### src/rtl/soac_pkg.sv
// Shared types, constants and helpers for the stereo overlap-add convolver.
// Used by the front end, back end and top level under rtl/; depends on nothing else.
package soac_pkg;

  // Default sizes, handed to the top-level parameters
  localparam int TAPS_DEF       = 128;
  localparam int RING_DEPTH_DEF = 512;
  localparam int FRAME_MAX_DEF  = 256;

  // Fixed field widths
  localparam int SAMPLE_W    = 16;
  localparam int ACC_W       = 40;
  localparam int FRAME_LEN_W = 9;
  localparam int GAIN_W      = 15;
  localparam int CFG_IDX_W   = 1;
  localparam int CFG_DATA_W  = 15;

  // Configuration register indexes
  localparam logic [CFG_IDX_W-1:0] CFG_FRAME_LEN  = 1'b0;
  localparam logic [CFG_IDX_W-1:0] CFG_GAIN_FLOOR = 1'b1;

  // Configuration reset values
  localparam logic [FRAME_LEN_W-1:0] FRAME_LEN_RST  = 9'd256;
  localparam logic [GAIN_W-1:0]      GAIN_FLOOR_RST = 15'd33;

  // Item functions
  typedef enum logic [1:0] {
    FN_LOAD  = 2'd0,
    FN_ADD   = 2'd1,
    FN_DRAIN = 2'd2
  } func_t;

  typedef struct packed {
    logic [1:0]         func;
    logic [6:0]         tap_index;
    logic signed [15:0] coef_left;
    logic signed [15:0] coef_right;
    logic signed [15:0] sample;
    logic [7:0]         sample_pos;
    logic [14:0]        gain;
  } in_item_t;

  typedef struct packed {
    logic signed [15:0] out_left;
    logic signed [15:0] out_right;
    logic               last_of_frame;
  } out_item_t;

  // Classified command passed from the front to the back
  typedef struct packed {
    func_t              op;
    logic [6:0]         tap_index;
    logic signed [15:0] coef_left;
    logic signed [15:0] coef_right;
    logic signed [15:0] gained;
    logic [7:0]         sample_pos;
  } cmd_t;

  // Width that holds both the frame length register and FRAME_MAX itself
  function automatic int eff_len_w(input int frame_max);
    int w;
    w = $clog2(frame_max + 1);
    return (w > FRAME_LEN_W) ? w : FRAME_LEN_W;
  endfunction

  // Saturate a 41-bit sum into the 40-bit accumulator range
  function automatic logic signed [ACC_W-1:0] sat_acc(input logic signed [ACC_W:0] x);
    logic signed [ACC_W-1:0] r;
    if (x[ACC_W] != x[ACC_W-1]) begin
      r = x[ACC_W] ? {1'b1, {(ACC_W-1){1'b0}}} : {1'b0, {(ACC_W-1){1'b1}}};
    end else begin
      r = x[ACC_W-1:0];
    end
    return r;
  endfunction

  // Round an accumulator to Q1.15 and saturate
  function automatic logic signed [15:0] acc_to_q15(input logic signed [ACC_W-1:0] a);
    logic signed [ACC_W:0]    t;
    logic signed [ACC_W-15:0] q;
    logic signed [15:0]       r;
    t = {a[ACC_W-1], a} + 41'sd16384;
    q = t[ACC_W:15];
    if (q > 26'sd32767) begin
      r = 16'sh7FFF;
    end else if (q < -26'sd32768) begin
      r = 16'sh8000;
    end else begin
      r = q[15:0];
    end
    return r;
  endfunction

endpackage

### src/rtl/soac_front.sv
// Front end: accepts items, drops the ones with no effect, scales source samples
// by their gain and queues commands for the back end. Depends on soac_pkg.
module soac_front #(
  parameter int TAPS      = soac_pkg::TAPS_DEF,
  parameter int FRAME_MAX = soac_pkg::FRAME_MAX_DEF
) (
  input  logic                                       clk,
  input  logic                                       rst_n,
  input  logic [soac_pkg::eff_len_w(FRAME_MAX)-1:0]  eff_len,
  input  logic [soac_pkg::GAIN_W-1:0]                gain_floor,
  input  logic                                       clearing,
  input  logic                                       push,
  output logic                                       full,
  input  soac_pkg::in_item_t                         in_item,
  output logic                                       cmd_valid,
  output soac_pkg::cmd_t                             cmd,
  input  logic                                       cmd_pop
);
  import soac_pkg::*;

  localparam int EW = eff_len_w(FRAME_MAX);

  logic               accept;
  logic               keep;
  logic signed [31:0] prod;
  logic signed [32:0] rnd;
  logic signed [17:0] gq;
  logic signed [15:0] gained;
  cmd_t               cmd_new;

  cmd_t       q_r [2];
  logic       wr_ptr_r;
  logic       rd_ptr_r;
  logic [1:0] cnt_r;

  assign full   = clearing || (cnt_r == 2'd2);
  assign accept = push && !full;

  // Gain the sample: round to nearest, floor shift, saturate
  always_comb begin
    prod = $signed(in_item.sample) * $signed({1'b0, in_item.gain});
    rnd  = {prod[31], prod} + 33'sd16384;
    gq   = rnd[32:15];
    if (gq > 18'sd32767) begin
      gained = 16'sh7FFF;
    end else if (gq < -18'sd32768) begin
      gained = 16'sh8000;
    end else begin
      gained = gq[15:0];
    end
  end

  // Classify: drop loads past the tap count, quiet or out-of-frame sources, unknown codes
  always_comb begin
    case (in_item.func)
      FN_LOAD:  keep = (int'(in_item.tap_index) < TAPS);
      FN_ADD:   keep = (in_item.gain >= gain_floor) && (EW'(in_item.sample_pos) < eff_len);
      FN_DRAIN: keep = 1'b1;
      default:  keep = 1'b0;
    endcase
  end

  always_comb begin
    cmd_new.op         = func_t'(in_item.func);
    cmd_new.tap_index  = in_item.tap_index;
    cmd_new.coef_left  = in_item.coef_left;
    cmd_new.coef_right = in_item.coef_right;
    cmd_new.gained     = gained;
    cmd_new.sample_pos = in_item.sample_pos;
  end

  // Two-entry command queue
  always_ff @(posedge clk) begin
    if (!rst_n) begin
      wr_ptr_r <= 1'b0;
      rd_ptr_r <= 1'b0;
      cnt_r    <= 2'd0;
    end else begin
      if (accept && keep) begin
        q_r[wr_ptr_r] <= cmd_new;
        wr_ptr_r      <= ~wr_ptr_r;
      end
      if (cmd_pop) begin
        rd_ptr_r <= ~rd_ptr_r;
      end
      cnt_r <= cnt_r + 2'((accept && keep) ? 1 : 0) - 2'(cmd_pop ? 1 : 0);
    end
  end

  assign cmd_valid = (cnt_r != 2'd0);
  assign cmd       = q_r[rd_ptr_r];

endmodule

### config.mk
export PLATFORM = sky130hd
export DESIGN_NAME = soac_front
export DESIGN_NICKNAME = d
export VERILOG_FILES = /design/src/rtl/soac_pkg.sv /design/src/rtl/soac_front.sv
export SDC_FILE = /design/constraint.sdc
export NUM_CORES = 1
export LEC_CHECK = 0
export ABC_AREA = 1
export BUFFER_PORTS_ARGS = -buffer_cell sky130_fd_sc_hd__buf_2
export CORE_MARGIN = 3
export CORE_UTILIZATION = 30
export CTS_CLUSTER_DIAMETER = 60
export DETAILED_ROUTE_END_ITERATION = 8
export GPL_ROUTABILITY_DRIVEN = 0
export RECOVER_POWER = 100
export SLEW_MARGIN = 20
export SYNTH_ARGS = -nofsm -noshare
export SYNTH_HDL_FRONTEND = slang
export SYNTH_SLANG_ARGS = --single-unit
### constraint.sdc
create_clock -name clk -period 9.1 [get_ports clk]
set_clock_uncertainty 0.1 [all_clocks]
set_input_delay 0.455 -clock clk [delete_from_list [all_inputs] [get_ports clk]]
set_output_delay 0.455 -clock clk [all_outputs]
set_load 0.05 [all_outputs]
After elaboration in Yosys (flattened, before gate mapping)
Memory sizes are Yosys's and may differ from the RTL's. A register that Yosys moved wholly into a read port is not among the register bits.
Index checks and enable logic that the tools add are counted.
{"block": "op_classes", "add_sub_neg": 3, "mul": 1, "order_cmp": 4, "eq_ne": 3, "n_mux": 10, "n_bitwise": 2, "n_reduce_logical": 8}
{"operator": "$add 32x16->33 const B", "n": 1}
{"operator": "$mul 16x16->32", "n": 1}
{"operator": "$mux 16", "n": 2}
{"operator": "$gt 18x16->1 const B", "n": 1}
{"operator": "$lt 18x16->1 const B", "n": 1}
{"operator": "$ge 15x15->1", "n": 1}
{"operator": "$lt 8x9->1", "n": 1}
{"operator": "$mux 1", "n": 7}
{"operator": "$eq 2x2->1 const B", "n": 2}
{"operator": "$logic_and 1x1->1", "n": 3}
{"operator": "$add 2x1->2", "n": 1}
{"operator": "$eq 2x1->1 const B", "n": 1}
{"operator": "$logic_not 2->1", "n": 1}
{"operator": "$not 1->1", "n": 2}
{"operator": "$pmux 1 s2", "n": 1}
{"operator": "$reduce_bool 2->1", "n": 1}
{"operator": "$reduce_or 2->1", "n": 1}
{"operator": "$sub 2x1->2", "n": 1}
{"operator": "$logic_not 1->1", "n": 1}
{"operator": "$logic_or 1x1->1", "n": 1}
{"block": "word_totals", "regBits": 4, "ramBits": 130, "in_bits": 109, "output_inout_bits": 67, "elab_cells": 35, "n_memories": 1}
{"name": "q_r", "depth": 2, "word_bits": 65, "rd": 1, "rd_ports_with_merged_regs": 1, "write_ports": 1, "line_no": "soac_front.sv:31", "text": "cmd_t q_r [2];"}

Depth between registers and ports, before layout
{"block": "logic_depth", "depth_word": 8, "ltp_mapped": 32, "ltp_nobuf": 29}

Worst setup path after synthesis
No wires, ideal clock.
{"block": "synth_timing", "kind": "input to register", "start": "input in_item[2] (netlist bit)", "end": "memory q_r[0][13] (netlist bit) (data pin)", "setup_time_ps": 253, "t_arrival_ps": 5919, "required_ps": 8747, "path_slack_ps": 2828, "cell_stages": 25, "path_buffers": 3, "path_cell_list": "clkbuf_1 > clkbuf_1 > nand2_1 > fa_1 > fa_1 > inv_1 > fa_1 > fa_1 > inv_1 > fa_1 > inv_1 > fa_1 > ha_1 > inv_1 > nor3_1 > nand2_1 > nor3_1 > nand2_2 > nand2_2 > nand2_2 > nand2_1 > nand2_2 > nand2_4 > buf_12 > nand2_2"}
{"block": "synth_via", "elab_chain_cells": 5, "word_cells_on_any_way": 6, "cone_classes": "add/sub: 1; mul: 1; order compare: 2; mux: 2"}
{"element": "start: declaration", "line_no": "soac_front.sv:14", "text": "input soac_pkg::in_item_t in_item,"}
{"element": "$mul 16x16->32 *", "line_no": "soac_front.sv:41", "text": "prod = $signed(in_item.sample) * $signed({1'b0, in_item.gain});"}
{"element": "$add 32x16->33 *", "line_no": "soac_front.sv:42", "text": "rnd = {prod[31], prod} + 33'sd16384;"}
{"element": "$lt 18x16->1", "line_no": "soac_front.sv:46", "text": "end else if (gq < -18'sd32768) begin"}
{"element": "$mux 16", "line_no": "soac_front.sv:46"}
{"element": "$mux 16 *", "line_no": "soac_front.sv:44", "text": "if (gq > 18'sd32767) begin"}
{"element": "named net gained[5]", "line_no": "soac_front.sv:28", "text": "logic signed [15:0] gained;"}
{"element": "end: declaration", "line_no": "soac_front.sv:31"}
Mark *: on every way through the listed nets, which the timed path passes. The rest lies on a longest branch.

Worst setup path in the final report
{"block": "layout_timing", "start": "input in_item[2] (netlist bit)", "end": "memory q_r[1][13] (netlist bit) (data pin)"}
Same word-level chain as after synthesis.

==> impl_metrics.tcl <==
set metrics [dict create \
    dieArea_um2 56100 \
    worst-r2r-setup-slack_ns 4.55 \
    synthArstFlopShare 0 \
    io_buffers 175 \
    wl_per_cell_um 15.0 \
    drive_gt1_frac 0.109 \
    area_growth_syn_to_layout_pct 12.2 \
    cp.required_ns 9.13 \
    netlist_area_um2 16000 \
    violations "capacitance limit, slew limit" \
    seq_area_um2 4010 \
    tritoncts "built" \
    core_area_um2 52000 \
    drt_iter0_drc 573 \
    antenna_found_initial 0 \
    ys_ff_latch 135 \
    htreeDepth 4 \
    syn-instance-count 1722 \
    setup_viol 0 \
    grt_pass1_wl_mm 63.2 \
    cap_violations 3 \
    synth.area.top_cells "fa_1 31%, edfxtp_1 24%, inv_1 12%" \
    num_vias 11400 \
    grt_max_degree 66 \
    cts_buffer_depth 2 \
    firstDrtPassIters 5 \
    first_global_vias 12400 \
    die_w_um 237 \
    multi_input_area_um2 9830 \
    synth_top_area_share 0.312 \
    grt.total_usage 0.140 \
    overflow 0 \
    place_hpwl_mm 30.6 \
    crit_type "in2reg" \
    rsz0062_at_grt "false" \
    totalWireLength_mm 38.3 \
    fillers 5304 \
    cts_buffers 17 \
    setup_ws_ns 1.88 \
    worstSetupStartpointType "primary input" \
    postCtsSetupBuffers 0 \
    avgViaCountPerCell 4.46 \
    yosysSeqAreaShare 0.251 \
    setup_tns_ns 0 \
    cts.sinks 135 \
    worstHoldPathType "in2reg" \
    yosys.area.top_type "fa_1" \
    synthFlopType "edfxtp_1" \
    finalMaxSlewViolations 170 \
    syn_nets 2199 \
    hold_viol 0 \
    hold_buffers 0 \
    end_kind "flop" \
    drcViolationCount 0 \
    synth_edf_count 130 \
    cts_resized 0 \
    avgSynthCellArea_um2 9.28 \
    fmax_ghz 0.138 \
    die_h_um 237 \
    post-place-ws_ns 2.38 \
    whs_ns 0.128 \
    initial_core_util 0.307 \
    status "finished, violations left" \
    post-route-period-util 0.794 \
    final_antenna_net_count 0 \
    cts.clk_slew.worst_paths_ns 0.06 \
    fin_crit_ns 7.22 \
    synth.distinct_cells 36 \
    yosysWarnings 0 \
    critPathMaxFanout 17 \
    antenna-diode-count 0 \
    worstPathArrival_ns 7.25 \
    final_nets 2342 \
    worst_pin_slew_ns 3.83 \
    root_buffer "clkbuf_16" \
    fp-row-count 83 \
    slew_headroom -1.55 \
    clock_latency_ns 0.41 \
    ios 176 \
]
## state kept, by name (all words and copies together) (netlist names), named ones only
signal,cells
q_r,130
cnt_r,2
rd_ptr_r,1
wr_ptr_r,1
## worst max-delay path, stage by stage
cell	delay, ns
clkbuf_1	0.76
nand2_1	0.26
fa_1	0.71
fa_1	0.43
inv_1	0.33
fa_1	0.52
fa_1	0.51
fa_1	0.49
inv_1	0.05
fa_1	0.47
inv_1	0.04
ha_1	0.39
nand2_1	0.13
nor2_1	0.12
inv_1	0.08
nor4_1	0.33
nand2_2	0.11
nand2_1	0.06
nand2_1	0.05
nand2_1	0.17
clkinv_1	0.08
nand2_1	0.51
nand2_1	0.17
## metal layers
layer / part of all wire / vias to the layer above / track usage / wire [um]
met5: 0 / - / 0 / 0
met4: 0.034 / 0 / 0.0498 / 1290
met3: 0.041 / 73 / 0.0190 / 1560
met2: 0.52 / 276 / 0.257 / 19900
met1: 0.40 / 5677 / 0.167 / 15500
li1: - / 5378 / - / -
## per-stage QoR
stage,instance area [um^2],cells,utilization
after floorplan,16000,1722,-
after global placement,17500,2526,0.337
after detailed placement,17500,2526,0.337
after CTS,18100,2558,0.348
after global routing,17900,2558,0.345
final,17900,2558,0.345
## synthesized netlist by cell type (18+ instances only)
master    instances
a21oi_1          46
mux2_2           65
nand2_2          28
clkbuf_1         51
nor2_1           47
nand3_1          20
inv_1           503
nand2_1         375
edfxtp_1        130
ha_1            119
o21ai_0          18
fa_1            249
## area by class of cell
class | instances | share of cell area
Multi-Input combinational cell | 1028 | 0.548
Sequential cell | 135 | 0.223
Inverter | 505 | 0.106
Tap cell | 680 | 0.0475
Timing Repair Buffer | 178 | 0.0429
Clock buffer | 17 | 0.0237
Clock inverter | 15 | 0.00858
## cell families (layout without fill, tap and decap cells)
kind of cell             Yosys count  count (layout)  share of synthesized area
multiplexers                      65              65                     0.0458
XOR/XNOR                          19              19                     0.0104
buffers and inverters            559             715                      0.133
AO/OA/AOI/OAI                     83              83                     0.0287
flip-flops                       135             135                      0.251
adder cells (fa/ha/maj)          368             368                      0.405
AND/OR/NAND/NOR                  493             493                      0.127
## cell usage in the layout, fill, tap and decap left out, drive strengths merged, types with 9 or more instances in the layout
master    n
xnor2     9
o21ai    20
edfxtp  130
nand3    23
xor2     10
fa      249
buf      82
mux2     65
a21oi    46
ha      119
inv     507
clkbuf  113
nand2   406
nor2     48
## worst paths after layout
path,start,to,cells after the start
worst max-delay path,in_item[2],q_r[1][13],23
worst min register to register,rd_ptr_r,flop,2
worst max register to register,cnt_r[0],q_r[1][55],5
worst min-delay path,in_item[76],q_r[1][61],1
Power is left out: the tool's default activity adds up to more than one toggle a clock period on the data nets, which glitch-free logic cannot reach.
